$ cat src/rtl/blr_pkg.sv
package blr_pkg;

  // Coordinate bits taken from the inputs; higher bits follow the sign.
  localparam int COORD_BITS = 16;

  // Port and state widths.
  localparam int PIX_W   = 16;
  localparam int COLOR_W = 16;
  localparam int DIM_W   = 13;
  localparam int SPAN_W  = PIX_W + 1;
  localparam int NSPAN_W = PIX_W + 2;
  localparam int ERR_W   = PIX_W + 3;
  localparam int ERR2_W  = ERR_W + 1;

  // Queue between the front and the back.
  localparam int QDEPTH  = 2;
  localparam int QPTR_W  = $clog2(QDEPTH);
  localparam int QCNT_W  = $clog2(QDEPTH + 1);

  // Configuration register indexes and reset values.
  localparam int CFG_IDX_W = 1;
  localparam logic [CFG_IDX_W-1:0] CFG_SCREEN_WIDTH  = 1'b0;
  localparam logic [CFG_IDX_W-1:0] CFG_SCREEN_HEIGHT = 1'b1;
  localparam logic [DIM_W-1:0] SCREEN_WIDTH_RST  = 13'd320;
  localparam logic [DIM_W-1:0] SCREEN_HEIGHT_RST = 13'd480;

  // Command codes.
  localparam logic CMD_START   = 1'b0;
  localparam logic CMD_ADVANCE = 1'b1;

  // One classified command, with the line setup already worked out for a start.
  typedef struct packed {
    logic                      cmd;
    logic signed [PIX_W-1:0]   x0;
    logic signed [PIX_W-1:0]   y0;
    logic signed [PIX_W-1:0]   x1;
    logic signed [PIX_W-1:0]   y1;
    logic [COLOR_W-1:0]        color;
    logic [SPAN_W-1:0]         span_x;
    logic signed [NSPAN_W-1:0] neg_span_y;
    logic                      step_x_neg;
    logic                      step_y_neg;
    logic signed [ERR_W-1:0]   err;
  } blr_item_t;

  // Keep the low COORD_BITS bits of a coordinate and sign-extend them.
  function automatic logic signed [PIX_W-1:0] coord_in(input logic [PIX_W-1:0] v);
    logic [PIX_W-1:0] r;
    r = v;
    for (int i = COORD_BITS; i < PIX_W; i++) begin
      r[i] = v[COORD_BITS-1];
    end
    return $signed(r);
  endfunction

endpackage

$ cat src/rtl/blr_front.sv
module blr_front (
  input  logic                            clk,
  input  logic                            rst_n,
  input  logic                            in_valid,
  output logic                            in_ready,
  input  logic                            in_command,
  input  logic signed [blr_pkg::PIX_W-1:0] in_start_x,
  input  logic signed [blr_pkg::PIX_W-1:0] in_start_y,
  input  logic signed [blr_pkg::PIX_W-1:0] in_end_x,
  input  logic signed [blr_pkg::PIX_W-1:0] in_end_y,
  input  logic [blr_pkg::COLOR_W-1:0]     in_pixel_color,
  output logic                            deq_valid,
  input  logic                            deq_ready,
  output blr_pkg::blr_item_t              deq_item
);

  logic signed [blr_pkg::PIX_W-1:0]   x0, y0, x1, y1;
  logic signed [blr_pkg::SPAN_W-1:0]  dx, ndx, dy, ndy, nsy;
  logic [blr_pkg::SPAN_W-1:0]         span_x;
  logic signed [blr_pkg::NSPAN_W-1:0] neg_span_y;
  blr_pkg::blr_item_t                 item;

  blr_pkg::blr_item_t               q_r [blr_pkg::QDEPTH];
  logic [blr_pkg::QPTR_W-1:0]       wr_ptr_r, wr_ptr_nxt;
  logic [blr_pkg::QPTR_W-1:0]       rd_ptr_r, rd_ptr_nxt;
  logic [blr_pkg::QCNT_W-1:0]       count_r, count_nxt;
  logic                             push, pop;

  // Line setup: spans, step directions and the first error term.
  always_comb begin
    x0  = blr_pkg::coord_in(in_start_x);
    y0  = blr_pkg::coord_in(in_start_y);
    x1  = blr_pkg::coord_in(in_end_x);
    y1  = blr_pkg::coord_in(in_end_y);
    dx  = $signed({x1[blr_pkg::PIX_W-1], x1}) - $signed({x0[blr_pkg::PIX_W-1], x0});
    ndx = $signed({x0[blr_pkg::PIX_W-1], x0}) - $signed({x1[blr_pkg::PIX_W-1], x1});
    dy  = $signed({y1[blr_pkg::PIX_W-1], y1}) - $signed({y0[blr_pkg::PIX_W-1], y0});
    ndy = $signed({y0[blr_pkg::PIX_W-1], y0}) - $signed({y1[blr_pkg::PIX_W-1], y1});
    span_x     = dx[blr_pkg::SPAN_W-1] ? ndx : dx;
    nsy        = dy[blr_pkg::SPAN_W-1] ? dy : ndy;
    neg_span_y = blr_pkg::NSPAN_W'(nsy);

    item.cmd        = in_command;
    item.x0         = x0;
    item.y0         = y0;
    item.x1         = x1;
    item.y1         = y1;
    item.color      = in_pixel_color;
    item.span_x     = span_x;
    item.neg_span_y = neg_span_y;
    item.step_x_neg = dx[blr_pkg::SPAN_W-1] || (dx == '0);
    item.step_y_neg = dy[blr_pkg::SPAN_W-1] || (dy == '0);
    item.err        = $signed({{(blr_pkg::ERR_W-blr_pkg::SPAN_W){1'b0}}, span_x})
                    + blr_pkg::ERR_W'(neg_span_y);
  end

  // Queue handshake.
  assign in_ready  = (count_r != blr_pkg::QCNT_W'(blr_pkg::QDEPTH));
  assign deq_valid = (count_r != '0);
  assign deq_item  = q_r[rd_ptr_r];
  assign push      = in_valid && in_ready;
  assign pop       = deq_valid && deq_ready;

  always_comb begin
    wr_ptr_nxt = push ? wr_ptr_r + 1'b1 : wr_ptr_r;
    rd_ptr_nxt = pop ? rd_ptr_r + 1'b1 : rd_ptr_r;
    count_nxt  = count_r;
    if (push && !pop) begin
      count_nxt = count_r + 1'b1;
    end else if (pop && !push) begin
      count_nxt = count_r - 1'b1;
    end
  end

  always_ff @(posedge clk) begin
    if (!rst_n) begin
      wr_ptr_r <= '0;
      rd_ptr_r <= '0;
      count_r  <= '0;
    end else begin
      wr_ptr_r <= wr_ptr_nxt;
      rd_ptr_r <= rd_ptr_nxt;
      count_r  <= count_nxt;
    end
  end

  // Queue storage needs no reset.
  always_ff @(posedge clk) begin
    if (push) begin
      q_r[wr_ptr_r] <= item;
    end
  end

endmodule

$ cat src/rtl/blr_back.sv
module blr_back (
  input  logic                              clk,
  input  logic                              rst_n,
  input  logic                              cfg_we,
  input  logic [blr_pkg::CFG_IDX_W-1:0]     cfg_index,
  input  logic [blr_pkg::DIM_W-1:0]         cfg_wdata,
  input  logic                              deq_valid,
  output logic                              deq_ready,
  input  blr_pkg::blr_item_t                deq_item,
  output logic                              out_valid,
  input  logic                              out_ready,
  output logic                              out_point_valid,
  output logic                              out_on_screen,
  output logic signed [blr_pkg::PIX_W-1:0]  out_pixel_x,
  output logic signed [blr_pkg::PIX_W-1:0]  out_pixel_y,
  output logic [blr_pkg::COLOR_W-1:0]       out_color,
  output logic                              out_last_point
);

  // Screen size.
  logic [blr_pkg::DIM_W-1:0] screen_width_r, screen_height_r;

  // Line state.
  logic                               line_active_r, line_active_nxt;
  logic signed [blr_pkg::PIX_W-1:0]   cur_x_r, cur_y_r, target_x_r, target_y_r;
  logic [blr_pkg::SPAN_W-1:0]         span_x_r;
  logic signed [blr_pkg::NSPAN_W-1:0] neg_span_y_r;
  logic                               step_x_neg_r, step_y_neg_r;
  logic signed [blr_pkg::ERR_W-1:0]   err_r;
  logic [blr_pkg::COLOR_W-1:0]        color_r;

  // Result register.
  logic                               out_valid_r;
  logic                               out_point_valid_r, out_point_valid_nxt;
  logic                               out_on_screen_r, out_on_screen_nxt;
  logic signed [blr_pkg::PIX_W-1:0]   out_pixel_x_r, out_pixel_x_nxt;
  logic signed [blr_pkg::PIX_W-1:0]   out_pixel_y_r, out_pixel_y_nxt;
  logic [blr_pkg::COLOR_W-1:0]        out_color_r, out_color_nxt;
  logic                               out_last_point_r, out_last_point_nxt;

  // Working values.
  logic                               pop, is_start, move_x, move_y, last;
  logic signed [blr_pkg::ERR2_W-1:0]  e2, n_e2;
  logic signed [blr_pkg::PIX_W-1:0]   step_x, step_y;
  logic signed [blr_pkg::ERR_W-1:0]   step_err;
  logic signed [blr_pkg::PIX_W-1:0]   n_x, n_y, n_tx, n_ty;
  logic [blr_pkg::SPAN_W-1:0]         n_sx;
  logic signed [blr_pkg::NSPAN_W-1:0] n_nsy;
  logic                               n_sxn, n_syn;
  logic signed [blr_pkg::ERR_W-1:0]   n_err;
  logic [blr_pkg::COLOR_W-1:0]        n_color;

  assign deq_ready = !out_valid_r || out_ready;
  assign pop       = deq_valid && deq_ready;
  assign is_start  = (deq_item.cmd == blr_pkg::CMD_START);

  // One Bresenham step from the held state.
  always_comb begin
    e2     = {err_r, 1'b0};
    move_x = (e2 >= blr_pkg::ERR2_W'(neg_span_y_r));
    move_y = (e2 <= $signed({{(blr_pkg::ERR2_W-blr_pkg::SPAN_W){1'b0}}, span_x_r}));
    step_err = err_r
             + (move_x ? blr_pkg::ERR_W'(neg_span_y_r) : '0)
             + (move_y ? $signed({{(blr_pkg::ERR_W-blr_pkg::SPAN_W){1'b0}}, span_x_r})
                       : '0);
    step_x = cur_x_r;
    if (move_x) begin
      step_x = step_x_neg_r ? cur_x_r - blr_pkg::PIX_W'(1) : cur_x_r + blr_pkg::PIX_W'(1);
    end
    step_y = cur_y_r;
    if (move_y) begin
      step_y = step_y_neg_r ? cur_y_r - blr_pkg::PIX_W'(1) : cur_y_r + blr_pkg::PIX_W'(1);
    end
  end

  // New line state: loaded from a start, or stepped on an advance.
  always_comb begin
    if (is_start) begin
      n_x     = deq_item.x0;
      n_y     = deq_item.y0;
      n_tx    = deq_item.x1;
      n_ty    = deq_item.y1;
      n_sx    = deq_item.span_x;
      n_nsy   = deq_item.neg_span_y;
      n_sxn   = deq_item.step_x_neg;
      n_syn   = deq_item.step_y_neg;
      n_err   = deq_item.err;
      n_color = deq_item.color;
    end else begin
      n_x     = step_x;
      n_y     = step_y;
      n_tx    = target_x_r;
      n_ty    = target_y_r;
      n_sx    = span_x_r;
      n_nsy   = neg_span_y_r;
      n_sxn   = step_x_neg_r;
      n_syn   = step_y_neg_r;
      n_err   = step_err;
      n_color = color_r;
    end
  end

  // Last point: at the end, or the next step would move an axis already on target.
  always_comb begin
    n_e2 = {n_err, 1'b0};
    last = ((n_x == n_tx) && (n_y == n_ty))
        || ((n_e2 >= blr_pkg::ERR2_W'(n_nsy)) && (n_x == n_tx))
        || ((n_e2 <= $signed({{(blr_pkg::ERR2_W-blr_pkg::SPAN_W){1'b0}}, n_sx}))
            && (n_y == n_ty));
  end

  // Result fields; an advance with no line gives an empty last beat.
  always_comb begin
    out_point_valid_nxt = is_start || line_active_r;
    if (out_point_valid_nxt) begin
      out_on_screen_nxt  = !n_x[blr_pkg::PIX_W-1] && !n_y[blr_pkg::PIX_W-1]
                        && (n_x < $signed({1'b0, (blr_pkg::PIX_W-1)'(screen_width_r)}))
                        && (n_y < $signed({1'b0, (blr_pkg::PIX_W-1)'(screen_height_r)}));
      out_pixel_x_nxt    = n_x;
      out_pixel_y_nxt    = n_y;
      out_color_nxt      = n_color;
      out_last_point_nxt = last;
      line_active_nxt    = !last;
    end else begin
      out_on_screen_nxt  = 1'b0;
      out_pixel_x_nxt    = '0;
      out_pixel_y_nxt    = '0;
      out_color_nxt      = '0;
      out_last_point_nxt = 1'b1;
      line_active_nxt    = 1'b0;
    end
  end

  // Control state and the result valid flag.
  always_ff @(posedge clk) begin
    if (!rst_n) begin
      line_active_r <= 1'b0;
      out_valid_r   <= 1'b0;
    end else begin
      if (pop) begin
        line_active_r <= line_active_nxt;
      end
      if (pop) begin
        out_valid_r <= 1'b1;
      end else if (out_ready) begin
        out_valid_r <= 1'b0;
      end
    end
  end

  // Line payload and result payload.
  always_ff @(posedge clk) begin
    if (pop && out_point_valid_nxt) begin
      cur_x_r      <= n_x;
      cur_y_r      <= n_y;
      target_x_r   <= n_tx;
      target_y_r   <= n_ty;
      span_x_r     <= n_sx;
      neg_span_y_r <= n_nsy;
      step_x_neg_r <= n_sxn;
      step_y_neg_r <= n_syn;
      err_r        <= n_err;
      color_r      <= n_color;
    end
    if (pop) begin
      out_point_valid_r <= out_point_valid_nxt;
      out_on_screen_r   <= out_on_screen_nxt;
      out_pixel_x_r     <= out_pixel_x_nxt;
      out_pixel_y_r     <= out_pixel_y_nxt;
      out_color_r       <= out_color_nxt;
      out_last_point_r  <= out_last_point_nxt;
    end
  end

  // Configuration writes.
  always_ff @(posedge clk) begin
    if (!rst_n) begin
      screen_width_r  <= blr_pkg::SCREEN_WIDTH_RST;
      screen_height_r <= blr_pkg::SCREEN_HEIGHT_RST;
    end else if (cfg_we) begin
      unique case (cfg_index)
        blr_pkg::CFG_SCREEN_WIDTH:  screen_width_r  <= cfg_wdata;
        blr_pkg::CFG_SCREEN_HEIGHT: screen_height_r <= cfg_wdata;
        default: ;
      endcase
    end
  end

  assign out_valid       = out_valid_r;
  assign out_point_valid = out_point_valid_r;
  assign out_on_screen   = out_on_screen_r;
  assign out_pixel_x     = out_pixel_x_r;
  assign out_pixel_y     = out_pixel_y_r;
  assign out_color       = out_color_r;
  assign out_last_point  = out_last_point_r;

`ifndef NO_ASSERTIONS
  // A popped command always lands in the result register.
  a_pop_fills: assert property (@(posedge clk) disable iff (!rst_n)
    pop |=> out_valid_r)
    else $error("popped command did not produce a result");

  // A held result blocks the queue.
  a_stall_blocks: assert property (@(posedge clk) disable iff (!rst_n)
    (out_valid_r && !out_ready) |-> !pop)
    else $error("queue popped while result stalled");

  // An advance with no line gives an empty last beat.
  a_idle_advance: assert property (@(posedge clk) disable iff (!rst_n)
    (pop && !is_start && !line_active_r) |=> (!out_point_valid_r && out_last_point_r))
    else $error("advance without a line gave a point");

  // A line ends with its last point.
  a_last_ends: assert property (@(posedge clk) disable iff (!rst_n)
    (pop && out_last_point_nxt) |=> !line_active_r)
    else $error("line still active after its last point");
`endif

endmodule

$ cat src/rtl/bresenham_line_rasterizer.sv
// Line rasterizer: all-octant integer Bresenham line drawing.
// Input channel (in_valid/in_ready): in_command selects a start (load the
// endpoints and color and return the first point) or an advance (return the
// next point). Every accepted beat yields exactly one result beat.
// Result channel (out_valid/out_ready): point, color, on-screen flag and the
// last-point mark. An advance with no active line returns a beat with
// out_point_valid and out_on_screen low and out_last_point high.
// Configuration: cfg_we writes cfg_wdata into the register chosen by cfg_index
// (0 screen width, 1 screen height); write only while the block is idle.
// Path: the line setup is done as the beat enters the queue, and the stepping
// engine takes the beat from the queue and loads the result register.
// Throughput: one beat per cycle while the result side does not stall, set by
// the error update and coordinate step that the engine makes together.
// Reset (rst_n, synchronous): no line active, queue and result register empty,
// screen size 320 by 480.
// Stall: the result register holds while out_ready is low; the two-entry queue
// keeps taking beats until it is full, then in_ready drops.
module bresenham_line_rasterizer (
  input  logic                              clk,
  input  logic                              rst_n,
  input  logic                              cfg_we,
  input  logic [blr_pkg::CFG_IDX_W-1:0]     cfg_index,
  input  logic [blr_pkg::DIM_W-1:0]         cfg_wdata,
  input  logic                              in_valid,
  output logic                              in_ready,
  input  logic                              in_command,
  input  logic signed [blr_pkg::PIX_W-1:0]  in_start_x,
  input  logic signed [blr_pkg::PIX_W-1:0]  in_start_y,
  input  logic signed [blr_pkg::PIX_W-1:0]  in_end_x,
  input  logic signed [blr_pkg::PIX_W-1:0]  in_end_y,
  input  logic [blr_pkg::COLOR_W-1:0]       in_pixel_color,
  output logic                              out_valid,
  input  logic                              out_ready,
  output logic                              out_point_valid,
  output logic                              out_on_screen,
  output logic signed [blr_pkg::PIX_W-1:0]  out_pixel_x,
  output logic signed [blr_pkg::PIX_W-1:0]  out_pixel_y,
  output logic [blr_pkg::COLOR_W-1:0]       out_color,
  output logic                              out_last_point
);

  logic               deq_valid, deq_ready;
  blr_pkg::blr_item_t deq_item;

  // Front: setup and queue.
  blr_front u_front (
    .clk            (clk),
    .rst_n          (rst_n),
    .in_valid       (in_valid),
    .in_ready       (in_ready),
    .in_command     (in_command),
    .in_start_x     (in_start_x),
    .in_start_y     (in_start_y),
    .in_end_x       (in_end_x),
    .in_end_y       (in_end_y),
    .in_pixel_color (in_pixel_color),
    .deq_valid      (deq_valid),
    .deq_ready      (deq_ready),
    .deq_item       (deq_item)
  );

  // Back: stepping engine and result register.
  blr_back u_back (
    .clk             (clk),
    .rst_n           (rst_n),
    .cfg_we          (cfg_we),
    .cfg_index       (cfg_index),
    .cfg_wdata       (cfg_wdata),
    .deq_valid       (deq_valid),
    .deq_ready       (deq_ready),
    .deq_item        (deq_item),
    .out_valid       (out_valid),
    .out_ready       (out_ready),
    .out_point_valid (out_point_valid),
    .out_on_screen   (out_on_screen),
    .out_pixel_x     (out_pixel_x),
    .out_pixel_y     (out_pixel_y),
    .out_color       (out_color),
    .out_last_point  (out_last_point)
  );

endmodule

$ cat config.mk
export PLATFORM = sky130hd
export DESIGN_NAME = bresenham_line_rasterizer
export DESIGN_NICKNAME = d
export VERILOG_FILES = /design/src/rtl/blr_pkg.sv /design/src/rtl/blr_front.sv /design/src/rtl/blr_back.sv /design/src/rtl/bresenham_line_rasterizer.sv
export SDC_FILE = /design/constraint.sdc
export NUM_CORES = 1
export LEC_CHECK = 0
export CORE_AREA = 3 3 293 295
export CTS_CLUSTER_SIZE = 30
export DETAILED_ROUTE_END_ITERATION = 8
export DIE_AREA = 0 0 296 298
export DONT_BUFFER_PORTS = 1
export PLACE_DENSITY_LB_ADDON = 0.05
export SYNTH_ARGS = -nofsm -noshare
export SYNTH_HDL_FRONTEND = slang
export SYNTH_SLANG_ARGS = --single-unit
$ cat constraint.sdc
create_clock -name clk -period 8.6 [get_ports clk]
set_input_delay 0.43 -clock clk [delete_from_list [all_inputs] [get_ports clk]]
set_output_delay 0.43 -clock clk [all_outputs]
set_load 0.005 [all_outputs]
==> summary.md <==
| Metric | Value |
|---|---|
| Outcome | `finished clean` |
| Final WS setup | `1.193 ns` |
| Ports | `153` |
| Synth top cells by count | `edfxtp_1 (459), inv_1 (253), ha_1 (222)` |
| Remaining DRCs | `0` |
| Synth unique cells | `77` |
| Initial drt markers | `1235` |
| FF-to-FF path depth | `28` |
| Setup crit end | `u_back.out_last_point` |
| PwrDens | `438.4 nW/um2` |
| Syn Inst Count | `2614` |
| Startpoint types | `flip-flop` |
| Grt ovf | `0` |
| NumNets Final | `3047` |
| Num CTS Buffers | `57` |
| Synthesis Warnings | `0` |
| Routability Congestion | `0.8511` |
| Root Buffer | `clkbuf_16` |
| Placeable Area | `83420 um2` |
| Pin count of the biggest net entering global routing | `74` |
| FF+latch count, synth | `492` |
| Post-synth ARST share | `0%` |
| Die footprint | `88210 um2` |
| Resize count post-CTS | `0` |
| Post-Place Setup Slack | `1.048 ns` |
| Critical path arrival | `7.78 ns` |
| Hpwl dp | `62810 um` |
| Global-route wire length before repair | `127900 um` |
| Fillers | `8029` |
| Unrepaired setup endpoints after global routing | `no` |
| Critical path class | `flip-flop to flip-flop` |
| Worst R2R End | `u_back.out_last_point` |
| Clock Path Buffers | `3` |
| Final hold slack | `0.06242 ns` |
| Vias in the first global route | `19943` |
| Vias post-DR | `19888` |
| Clock sinks | `492` |
| Placed cell area | `30290 um2` |
| GRT Total Usage | `19.18%` |
| Number of synthesized flops with an enable pin | `459` |
| Synthesized Nets | `2961` |
| Fin Clk Skew | `0.06582 ns` |
| PortBufs | `0` |
| Slew HR | `32.13%` |
| Die Span X | `296 um` |
| Critical Path End Type | `flip-flop` |
| Min Clock Period, post-route | `7.408 ns` |
| H-tree levels | `2` |
| Maximum fanout along the worst path | `26` |
| Site Rows | `106` |
| Worst path max stage delay | `0.72 ns` |
| Top-count cell post-synth | `edfxtp_1` |
| Vias per inst | `5.202` |
| Post-synthesis cell area | `29110 um2` |
| Peak VDD IR | `229.5 uV` |
| Max-cap viol count | `0` |
| TritonRoute pass-1 iters | `5` |
| Fin. Hold Viols | `0` |
| Max Freq | `135.0 MHz` |
| Clock-pin slew on the worst setup and hold paths | `0.06 ns` |
| Mean Syn Cell Area | `11.14 um2` |
| Crit path required time | `8.98 ns` |
| Worst hold path class | `input port to flip-flop` |
| Worst Setup SP | `u_back.err_r[18]` |
| Share of cells above drive strength 1 | `5.908%` |
| Final Cell Area | `33090 um2` |
| Ranking of synthesized cells by area | `edfxtp_1 (47%), ha_1 (9.5%), mux2i_1 (5.6%)` |
| Post-Route WL | `85680 um` |
| Post-CTS Setup Inserts | `0` |
| Fin crit share | `86.13%` |
| Post-synth top flop | `edfxtp_1` |
| Worst flop-to-flop path startpoint | `u_back.err_r[18]` |
| R2r setup slk | `1.19 ns` |
| Post-DRT Antenna Nets | `0` |
| Setup TNS after final layout | `0 ns` |
| Die H | `298 um` |
| CTS tree | `built` |
| Antenna violations before repair | `2` |
| Worst-Skew Late Latency | `0.65 ns` |
| Initial Util | `34.90%` |
| Post-DR wirelength/cell | `22.41 um` |
| Post-CTS Hold Buffers | `96` |
| Actual slew at the worst max-slew pin | `1.016 ns` |
| Setup Viol. Count Final | `0` |
| Sequential area share after synthesis | `49.62%` |
| Slew Viols, Final | `0` |
| Area fraction of the dominant cell type after synthesis | `47.35%` |
| Area grow syn2layout | `13.67%` |
| Synth area leader | `edfxtp_1` |
| LEAKAGE | `13.25 nW` |
| Critical path's slowest cell | `a211oi_1` |
## power breakdown
group | internal [mW] | leakage (nW) | switching (mW) | total (mW)
clock | 1.39 | 0.896 | 1.01 | 2.40
combinational | 3.03 | 7.78 | 4.89 | 7.92
sequential | 3.72 | 4.57 | 0.464 | 4.19
## how the worst min path moves through the flow
stage	from	end	slack, ns	cells after the start
3_3_place_gp	u_back.screen_width_r[12]	u_back.screen_width_r[12]	0.46	2
5_1_grt	rst_n	u_back.screen_width_r[8]	0.04	2
3_5_place_dp	u_back.screen_width_r[7]	u_back.screen_width_r[7]	0.46	2
2_1_floorplan	u_back.screen_width_r[0]	u_back.screen_width_r[0]	0.44	2
6_report	out_ready	u_back.out_valid	0.06	2
4_1_cts	rst_n	u_back.screen_height_r[7]	0.02	2
## worst max-delay path, delay by kind of cell, from the launching register on
family | cells | cell delay [ns]
mux | 1 | 0.26
simple gates | 9 | 1.37
fa+ha+maj | 4 | 1.56
compound gates | 11 | 2.88
xor+xnor | 1 | 0.15
flops | 1 | 0.46
buf+inv | 2 | 0.46
## state kept, by name, summed over array words and instances (netlist names), 2 cells and up, named ones only
signal	flops
u_back.color_r	16
u_back.cur_x_r	16
u_back.cur_y_r	16
u_back.err_r	19
u_back.neg_span_y_r	18
u_back.out_color	16
u_back.out_pixel_x	16
u_back.out_pixel_y	16
u_back.screen_height_r	13
u_back.screen_width_r	13
u_back.span_x_r	17
u_back.target_x_r	16
u_back.target_y_r	16
u_front.count_r	2
u_front.q_r	272
## cells in the final DEF (no fill, tap or decap), types with 7 or more instances in the layout
cell type and n:
or3_1 10, clkinv_2 9, inv_1 252, a31oi_1 17
nor4_1 9, nand4_1 22, o21bai_1 16, xnor2_1 100
nor3_1 34, a21oi_1 137, nor2_1 143, o211ai_1 14
dfxtp_1 32, fa_1 25, and3_1 10, nand2b_1 21
ha_1 222, clkbuf_16 57, o21ai_0 119, o21a_1 22
dlygate4sd3_1 95, mux2_2 23, clkbuf_1 14, nand3_1 28
a21o_1 97, mux2i_1 162, xor2_1 61, or2_2 10
a2111oi_0 8, nor3b_1 7, nand2_1 188, and2_1 52
a21boi_0 26, a211oi_1 48, nor2b_1 46, edfxtp_1 459
buf_4 26
## per-stage QoR
stage,total power [mW],util [%],instances
final,14.51,39.67,3823
after global routing,15.75,39.67,3823
after CTS,14.68,39.66,3822
after detailed placement,12.11,36.31,3625
after global placement,12.03,36.31,3625
after floorplan,9.744,-,2614
## per-layer routing
layer	track usage, %	wire length [um]	vias to the layer above	share of wire (%)
met5	0	0	-	0
met4	4.400	1729	0	2.0
met3	3.183	4636	99	5.4
met2	31.07	39210	425	46
met1	26.88	40100	9774	47
li1	-	-	9590	-
## cell type report
class	count	area [um2]	area share, %
clock buffer	74	1520	4.594
sequential	492	14450	43.66
timing repair buffer	122	1166	3.524
antenna	1	2.502	0.007562
multi-input combinational	1774	13350	40.34
tap	1080	1351	4.084
inverter	253	949.7	2.870
clock inverter	27	302.8	0.9150
## cells by family (layout without fill, tap and decap cells)
family | after synthesis | count (layout) | synth area share [%]
AND/OR/NAND/NOR | 600 | 600 | 9.907
AO/OA/AOI/OAI | 573 | 573 | 12.89
flip-flops | 492 | 492 | 49.62
buffers and inverters | 348 | 476 | 4.702
adder cells (fa/ha/maj) | 248 | 248 | 11.29
multiplexers | 192 | 192 | 6.752
XOR/XNOR | 161 | 161 | 4.844
other | 0 | 1 | 0
(Power assumes the default switching activity.)
